<file path="config.mk">
export PLATFORM = sky130hd
export DESIGN_NAME = five_point_derivative_check
export DESIGN_NICKNAME = d
export VERILOG_FILES = /design/src/hw/rtl/fpdc_pkg.sv /design/src/hw/rtl/fpdc_front.sv /design/src/hw/rtl/fpdc_div_step.sv /design/src/hw/rtl/five_point_derivative_check.sv
export SDC_FILE = /design/constraint.sdc
export NUM_CORES = 2
export LEC_CHECK = 0
export BUFFER_PORTS_ARGS = -buffer_cell sky130_fd_sc_hd__buf_2
export CORE_MARGIN = 5
export CORE_UTILIZATION = 65
export DETAILED_ROUTE_END_ITERATION = 8
export PLACE_DENSITY = 0.82
export SYNTH_ARGS = -nofsm -noshare
export SYNTH_HDL_FRONTEND = slang
export SYNTH_HIERARCHICAL = 1
export SYNTH_SLANG_ARGS = --single-unit
</file>
<file path="constraint.sdc">
create_clock -name clk_i -period 69.8 [get_ports clk_i]
set_clock_uncertainty 0.15 [all_clocks]
set_input_delay 3.49 -clock clk_i [delete_from_list [all_inputs] [get_ports clk_i]]
set_output_delay 3.49 -clock clk_i [all_outputs]
set_load 0.02 [all_outputs]
</file>
<file path="src/hw/rtl/fpdc_pkg.sv">
// shared types and constants of the five-point derivative check
`timescale 1ns / 1ps

package fpdc_pkg;

  localparam int unsigned MaskW      = 5;
  localparam int unsigned HalfStepW  = 16;
  // twelve times the largest half step fits in 20 bits
  localparam int unsigned DivisorW   = HalfStepW + 4;
  localparam int unsigned DerivW     = 25;
  localparam int unsigned OutTdataW  = 32;
  localparam int unsigned StatusW    = 2;

  localparam logic [HalfStepW-1:0] HalfStepRst = HalfStepW'(1);

  typedef enum logic [StatusW-1:0] {
    ST_VALID     = 2'd0,
    ST_UNDEFINED = 2'd1,
    ST_UNSTABLE  = 2'd2
  } status_e;

  // control that travels with every word down the pipeline
  typedef struct packed {
    logic    valid;
    logic    neg;
    status_e status;
  } ctl_t;

endpackage

</file>
<file path="src/hw/rtl/fpdc_front.sv">
// front stages: numerator, hump tests, status, magnitude and divisor
`timescale 1ns / 1ps

module fpdc_front #(
  parameter int unsigned SAMPLE_BITS   = 16,
  parameter int unsigned FRACTION_BITS = 8
) (
  input  logic                              clk_i,
  input  logic                              rst_ni,
  input  logic                              en_i,
  input  logic                              valid_i,
  input  logic signed [SAMPLE_BITS-1:0]     far_left_i,
  input  logic signed [SAMPLE_BITS-1:0]     near_left_i,
  input  logic signed [SAMPLE_BITS-1:0]     mid_i,
  input  logic signed [SAMPLE_BITS-1:0]     near_right_i,
  input  logic signed [SAMPLE_BITS-1:0]     far_right_i,
  input  logic [fpdc_pkg::MaskW-1:0]        mask_i,
  input  logic [fpdc_pkg::HalfStepW-1:0]    half_step_i,
  output fpdc_pkg::ctl_t                    ctl_o,
  output logic [SAMPLE_BITS+3+FRACTION_BITS:0] mag_o,
  output logic [fpdc_pkg::DivisorW-1:0]     divisor_o
);

  import fpdc_pkg::*;

  localparam int unsigned NumW = SAMPLE_BITS + 5;
  localparam int unsigned DW   = SAMPLE_BITS + 2;
  localparam int unsigned MagW = NumW - 1 + FRACTION_BITS;

  // stage one
  logic signed [NumW-1:0] e1, e2, e4, e5, num_d, num_q;
  logic signed [DW-1:0]   x1, x2, x3, x4, x5;
  logic signed [DW-1:0]   dr_d, dl_d, dsl_d, dsr_d;
  logic signed [DW-1:0]   dr_q, dl_q, dsl_q, dsr_q;
  logic                   mono_d, rh_d, lh_d, bad_d;
  logic                   mono_q, rh_q, lh_q, bad_q, v1_q;

  assign e1 = NumW'(far_left_i);
  assign e2 = NumW'(near_left_i);
  assign e4 = NumW'(near_right_i);
  assign e5 = NumW'(far_right_i);
  assign num_d = e1 - e5 + ((e4 - e2) <<< 3);

  assign x1 = DW'(far_left_i);
  assign x2 = DW'(near_left_i);
  assign x3 = DW'(mid_i);
  assign x4 = DW'(near_right_i);
  assign x5 = DW'(far_right_i);
  assign dr_d  = (x4 <<< 1) - x3 - x5;
  assign dl_d  = x3 - x1;
  assign dsl_d = (x2 <<< 1) - x1 - x3;
  assign dsr_d = x5 - x3;

  assign mono_d = (x1 < x2 && x2 < x3 && x3 < x4 && x4 < x5) ||
                  (x1 > x2 && x2 > x3 && x3 > x4 && x4 > x5);
  assign rh_d   = (x4 > x3 && x4 > x5) || (x4 < x3 && x4 < x5);
  assign lh_d   = (x2 > x1 && x2 > x3) || (x2 < x1 && x2 < x3);
  assign bad_d  = |mask_i;

  always_ff @(posedge clk_i or negedge rst_ni) begin
    if (!rst_ni) begin
      v1_q <= 1'b0;
    end else if (en_i) begin
      v1_q <= valid_i;
    end
  end

  always_ff @(posedge clk_i) begin
    if (en_i) begin
      num_q  <= num_d;
      dr_q   <= dr_d;
      dl_q   <= dl_d;
      dsl_q  <= dsl_d;
      dsr_q  <= dsr_d;
      mono_q <= mono_d;
      rh_q   <= rh_d;
      lh_q   <= lh_d;
      bad_q  <= bad_d;
    end
  end

  // stage two
  logic [DW-1:0]           a_dr, a_dl, a_dsl, a_dsr;
  logic [NumW-1:0]         a_num;
  logic                    unst;
  ctl_t                    ctl_d, ctl_q;
  logic [MagW-1:0]         mag_d, mag_q;
  logic [HalfStepW-1:0]    hs;
  logic [DivisorW-1:0]     div_d, div_q;

  assign a_dr  = dr_q[DW-1]  ? DW'(-dr_q)  : DW'(dr_q);
  assign a_dl  = dl_q[DW-1]  ? DW'(-dl_q)  : DW'(dl_q);
  assign a_dsl = dsl_q[DW-1] ? DW'(-dsl_q) : DW'(dsl_q);
  assign a_dsr = dsr_q[DW-1] ? DW'(-dsr_q) : DW'(dsr_q);
  assign a_num = num_q[NumW-1] ? NumW'(-num_q) : NumW'(num_q);

  assign unst = !mono_q && ((rh_q && (lh_q || a_dr > a_dl)) || (lh_q && a_dsl > a_dsr));

  always_comb begin
    ctl_d.valid = v1_q;
    ctl_d.neg   = num_q[NumW-1];
    if (bad_q) begin
      ctl_d.status = ST_UNDEFINED;
    end else if (unst) begin
      ctl_d.status = ST_UNSTABLE;
    end else begin
      ctl_d.status = ST_VALID;
    end
  end

  // magnitude never reaches the top bit of the signed numerator
  assign mag_d = MagW'(a_num[NumW-2:0]) << FRACTION_BITS;

  // zero spacing acts as one
  assign hs    = (half_step_i == '0) ? HalfStepW'(1) : half_step_i;
  assign div_d = (DivisorW'(hs) << 3) + (DivisorW'(hs) << 2);

  always_ff @(posedge clk_i or negedge rst_ni) begin
    if (!rst_ni) begin
      ctl_q <= '0;
    end else if (en_i) begin
      ctl_q <= ctl_d;
    end
  end

  always_ff @(posedge clk_i) begin
    if (en_i) begin
      mag_q <= mag_d;
      div_q <= div_d;
    end
  end

  assign ctl_o     = ctl_q;
  assign mag_o     = mag_q;
  assign divisor_o = div_q;

endmodule

</file>
<file path="src/hw/rtl/fpdc_div_step.sv">
// one registered restoring-division step, one quotient bit
`timescale 1ns / 1ps

module fpdc_div_step #(
  parameter int unsigned MAG_W = 28
) (
  input  logic                          clk_i,
  input  logic                          rst_ni,
  input  logic                          en_i,
  input  fpdc_pkg::ctl_t                ctl_i,
  input  logic [fpdc_pkg::DivisorW-1:0] rem_i,
  input  logic [MAG_W-1:0]              dq_i,
  input  logic [fpdc_pkg::DivisorW-1:0] divisor_i,
  output fpdc_pkg::ctl_t                ctl_o,
  output logic [fpdc_pkg::DivisorW-1:0] rem_o,
  output logic [MAG_W-1:0]              dq_o,
  output logic [fpdc_pkg::DivisorW-1:0] divisor_o
);

  import fpdc_pkg::*;

  logic [DivisorW:0]   trial, diff;
  logic                ge;
  ctl_t                ctl_q;
  logic [DivisorW-1:0] rem_d, rem_q, div_q;
  logic [MAG_W-1:0]    dq_d, dq_q;

  // dividend bits shift out the top while quotient bits shift in below
  assign trial = {rem_i, dq_i[MAG_W-1]};
  assign diff  = trial - {1'b0, divisor_i};
  assign ge    = trial >= {1'b0, divisor_i};
  assign rem_d = ge ? diff[DivisorW-1:0] : trial[DivisorW-1:0];
  assign dq_d  = {dq_i[MAG_W-2:0], ge};

  always_ff @(posedge clk_i or negedge rst_ni) begin
    if (!rst_ni) begin
      ctl_q <= '0;
    end else if (en_i) begin
      ctl_q <= ctl_i;
    end
  end

  always_ff @(posedge clk_i) begin
    if (en_i) begin
      rem_q <= rem_d;
      dq_q  <= dq_d;
      div_q <= divisor_i;
    end
  end

  assign ctl_o     = ctl_q;
  assign rem_o     = rem_q;
  assign dq_o      = dq_q;
  assign divisor_o = div_q;

endmodule

</file>
<file path="src/hw/rtl/five_point_derivative_check.sv">
// pipeline: two front stages, one stage per quotient bit of the restoring divider,
// one output register
// throughput: one word per cycle; the whole pipeline holds while the output word waits
// reset: asynchronous, active low; clears all valid bits and sets half_step to 1
// top level: stream ports, half_step register, divider chain, sign fix and output
`timescale 1ns / 1ps

module five_point_derivative_check #(
  parameter int unsigned SAMPLE_BITS   = 16,
  parameter int unsigned FRACTION_BITS = 8
) (
  input  logic                                   clk_i,
  input  logic                                   rst_ni,
  // far_left, near_left, mid, near_right, far_right, zero pad
  input  logic [((5*SAMPLE_BITS+7)/8)*8-1:0]     s_axis_tdata,
  // invalid_mask
  input  logic [fpdc_pkg::MaskW-1:0]             s_axis_tuser,
  input  logic                                   s_axis_tvalid,
  output logic                                   s_axis_tready,
  // derivative, zero pad
  output logic [fpdc_pkg::OutTdataW-1:0]         m_axis_tdata,
  // status
  output logic [fpdc_pkg::StatusW-1:0]           m_axis_tuser,
  output logic                                   m_axis_tvalid,
  input  logic                                   m_axis_tready,
  input  logic                                   cfg_valid_i,
  output logic                                   cfg_ready_o,
  input  logic [fpdc_pkg::HalfStepW-1:0]         cfg_data_i
);

  import fpdc_pkg::*;

  localparam int unsigned MagW = SAMPLE_BITS + 4 + FRACTION_BITS;
  localparam int unsigned QW   = MagW + 1;

  logic                 en;
  logic [HalfStepW-1:0] half_step_q;

  assign cfg_ready_o = 1'b1;

  always_ff @(posedge clk_i or negedge rst_ni) begin
    if (!rst_ni) begin
      half_step_q <= HalfStepRst;
    end else if (cfg_valid_i) begin
      half_step_q <= cfg_data_i;
    end
  end

  ctl_t                ctl_s [0:MagW];
  logic [DivisorW-1:0] rem_s [0:MagW];
  logic [MagW-1:0]     dq_s  [0:MagW];
  logic [DivisorW-1:0] div_s [0:MagW];

  fpdc_front #(
    .SAMPLE_BITS   (SAMPLE_BITS),
    .FRACTION_BITS (FRACTION_BITS)
  ) u_front (
    .clk_i        (clk_i),
    .rst_ni       (rst_ni),
    .en_i         (en),
    .valid_i      (s_axis_tvalid),
    .far_left_i   (s_axis_tdata[0*SAMPLE_BITS +: SAMPLE_BITS]),
    .near_left_i  (s_axis_tdata[1*SAMPLE_BITS +: SAMPLE_BITS]),
    .mid_i        (s_axis_tdata[2*SAMPLE_BITS +: SAMPLE_BITS]),
    .near_right_i (s_axis_tdata[3*SAMPLE_BITS +: SAMPLE_BITS]),
    .far_right_i  (s_axis_tdata[4*SAMPLE_BITS +: SAMPLE_BITS]),
    .mask_i       (s_axis_tuser),
    .half_step_i  (half_step_q),
    .ctl_o        (ctl_s[0]),
    .mag_o        (dq_s[0]),
    .divisor_o    (div_s[0])
  );

  assign rem_s[0] = '0;

  for (genvar k = 0; k < MagW; k++) begin : g_div
    fpdc_div_step #(
      .MAG_W (MagW)
    ) u_step (
      .clk_i     (clk_i),
      .rst_ni    (rst_ni),
      .en_i      (en),
      .ctl_i     (ctl_s[k]),
      .rem_i     (rem_s[k]),
      .dq_i      (dq_s[k]),
      .divisor_i (div_s[k]),
      .ctl_o     (ctl_s[k+1]),
      .rem_o     (rem_s[k+1]),
      .dq_o      (dq_s[k+1]),
      .divisor_o (div_s[k+1])
    );
  end

  // sign fix, truncation toward zero comes from dividing the magnitude
  logic signed [QW-1:0]     q_signed;
  logic signed [DerivW-1:0] q_fit;
  logic [DerivW-1:0]        deriv_d, deriv_q;
  ctl_t                     last;
  logic                     out_valid_q;
  status_e                  status_q;

  assign last     = ctl_s[MagW];
  assign q_signed = last.neg ? -QW'(dq_s[MagW]) : QW'(dq_s[MagW]);

  if (QW >= DerivW) begin : g_wrap
    assign q_fit = q_signed[DerivW-1:0];
  end else begin : g_extend
    assign q_fit = DerivW'(q_signed);
  end

  assign deriv_d = (last.status == ST_UNDEFINED) ? '0 : q_fit;

  assign en = !out_valid_q || m_axis_tready;

  always_ff @(posedge clk_i or negedge rst_ni) begin
    if (!rst_ni) begin
      out_valid_q <= 1'b0;
    end else if (en) begin
      out_valid_q <= last.valid;
    end
  end

  always_ff @(posedge clk_i) begin
    if (en) begin
      deriv_q  <= deriv_d;
      status_q <= last.status;
    end
  end

  assign s_axis_tready = en;
  assign m_axis_tvalid = out_valid_q;
  assign m_axis_tdata  = OutTdataW'(deriv_q);
  assign m_axis_tuser  = status_q;

endmodule

</file>
==> metrics.md <==
| Metric | Value |
|---|---|
| Status | `complete, no violations` |
| RSZ-0062 raised after global routing | `no` |
| Critical-path maximum fanout | `169` |
| First-pass GRT wire length | `414 mm` |
| Clk Latency, worst-skew pair | `0.86 ns` |
| Reg2Reg Depth | `8` |
| Resized Gates After CTS | `0` |
| Fraction of layout cells with a size suffix above 1 | `9.64%` |
| Die Y-Extent | `431 µm` |
| Routed WL | `265 mm` |
| Initial DRT Pass Iterations | `6` |
| IO Count | `143` |
| Port Buf Inserts | `134` |
| Mapped Area | `115000 µm²` |
| Worst setup path endpoint | `g_div[5].u_step/ctl_o[2]$_DFFE_PN0P_` |
| Worst Path Required | `70.39 ns` |
| Hpwl dp | `195 mm` |
| Setup CP Type | `in -> reg` |
| Final Cycle Share | `12.6%` |
| Initial antenna violation count | `9` |
| Core box area | `176000 µm²` |
| CTS Buf Count | `207` |
| Max cap viols | `0` |
| Critical R2R Capture | `g_div[5].u_step/ctl_o[2]$_DFFE_PN0P_` |
| Worst-margin pin slew | `1.15 ns` |
| FF-to-FF Start | `m_axis_tvalid$_DFFE_PN0P_` |
| Fin nets | `10700` |
| Site Rows | `154` |
| CTS H-tree depth | `4` |
| Hold buffer count at cts | `0` |
| Pin count of the biggest net entering global routing | `215` |
| Post-DR wirelength/cell | `21.7 µm` |
| DRC Markers | `0` |
| Initial Util | `65.4%` |
| Tmin final | `8.83 ns` |
| Die W | `431 µm` |
| Number of nets with antenna violations after routing | `0` |
| Final GP Congestion | `0.930` |
| Setup Buffers After CTS | `0` |
| Worst-path clk slew | `0.06 ns` |
| Final TNS setup | `0 ns` |
| CTS Buffer Depth | `3` |
| Initial drt markers | `7080` |
| Rel. slew slack | `21.6%` |
| Clock Tree Root | `clkbuf_16` |
| Max Freq | `0.113 GHz` |
| Critical Path End Type | `flip-flop` |
| Vias in the first global route | `73600` |
| HP Class | `reg -> reg` |
| Routed vias/inst | `6.15` |
| Yosys warns | `6` |
| Worst Setup Start Kind | `primary input` |
| Fin. max-slew vios | `0` |
| Setup crit start | `m_axis_tready` |
| Sink Count | `2077` |
| Total track usage | `28.1%` |
| CTS tree | `done` |
| Final hold vios | `0` |
| R2R Setup Slk | `63.32 ns` |
| Via Count | `75100` |
| Mapped Cells | `9565` |
| Grt total ovfl | `0` |
| Setup violators final | `0` |
| Syn-to-layout area delta | `8.28%` |
| Mean Syn Cell Area | `12.0 µm²` |
| CP arrival | `9.42 ns` |
| Die area | `186000 µm²` |
-- critical path, cell delays in order --
cell and delay, ns:
buf_2 0.08, nand2b_4 0.41, buf_4 0.82, buf_4 0.74, buf_12 0.59, buf_4 0.84, buf_4 0.79, buf_4 0.80
mux2_2 0.43
-- cell usage in the layout (no fill, tap or decap), drive strengths merged, types with 63 or more instances in the layout --
cell	instances
nor2b	110
a21o	232
nand3	98
dfrtp	133
clkinv	77
inv	894
nand2b	88
o211ai	72
buf	160
xnor2	395
ha	827
nand4	144
a21oi	590
mux2	409
clkbuf	271
edfxtp	1943
mux2i	81
nor2	405
o21ai	564
nand2	735
or3	63
xor2	190
fa	81
o21a	134
nor3	88
a31oi	129
a211oi	105
-- state kept, by name (all words and copies together), names as in the netlist, 2 cells and up --
| signal | flops |
|---|---|
| u_front/dsr_q | 17 |
| g_div.u_step/ctl_o | 112 |
| u_front/num_q | 21 |
| u_front/mag_o | 20 |
| m_axis_tuser | 2 |
| deriv_q | 25 |
| g_div.u_step/divisor_o | 540 |
| u_front/dsl_q | 18 |
| half_step_q | 16 |
| u_front/divisor_o | 18 |
| u_front/ctl_o | 4 |
| g_div.u_step/rem_o | 540 |
| u_front/dl_q | 17 |
| g_div.u_step/dq_o | 703 |
| u_front/dr_q | 18 |
-- metal layers --
metal / GRT usage (%) / share of wire [%] / up-vias
met5: 0 / 0 / -
met1: 40.0 / 44 / 36800
li1: - / - / 35500
met4: 9.25 / 3.5 / 0
met2: 45.0 / 46 / 2421
met3: 3.94 / 5.9 / 428
-- worst min path at each step --
stage	slack (ns)	from	cells after the start	end
final	0.23	g_div[18].u_step/dq_o[10]$_DFFE_PP_	0	g_div[19].u_step/dq_o[11]$_DFFE_PP_
after global routing	0.25	u_front/mag_o[19]$_DFFE_PP_	0	g_div[0].u_step/dq_o[20]$_DFFE_PP_
after CTS	0.24	g_div[18].u_step/dq_o[10]$_DFFE_PP_	0	g_div[19].u_step/dq_o[11]$_DFFE_PP_
after detailed placement	0.25	g_div[9].u_step/dq_o[1]$_DFFE_PP_	0	g_div[10].u_step/dq_o[2]$_DFFE_PP_
after global placement	0.25	g_div[20].u_step/dq_o[7]$_DFFE_PP_	0	g_div[21].u_step/dq_o[8]$_DFFE_PP_
after floorplan	0.25	u_front/mag_o[9]$_DFFE_PP_	0	g_div[0].u_step/dq_o[10]$_DFFE_PP_
-- stage by stage --
| step | setup WS [ns] | hold WS [ns] | cells | util (%) | instance area (µm²) |
|---|---|---|---|---|---|
| final | 60.97 | 0.231 | 12200 | 70.8 | 125000 |
| after global routing | 60.58 | 0.246 | 12200 | 70.8 | 125000 |
| after CTS | 60.99 | 0.236 | 12200 | 70.8 | 125000 |
| after detailed placement | 60.05 | 0.255 | 11800 | 66.7 | 118000 |
| after global placement | 60.34 | 0.250 | 11800 | 66.7 | 118000 |
| after floorplan | 10.87 | 0.250 | 9621 | - | 115000 |
-- layout make-up --
cell class	instances	area (µm²)
flip-flops and latches	2077	61700
well taps	2340	2930
multi-input cells	6352	48600
diodes	6	15.0
inverters	888	3330
fillers	12000	51500
clock buffers	271	5660
clock inverters	119	1580
repair buffers	160	922
Power is not shown: default switching activity piles up to over one toggle a cycle in this logic, so the estimate is an artifact.
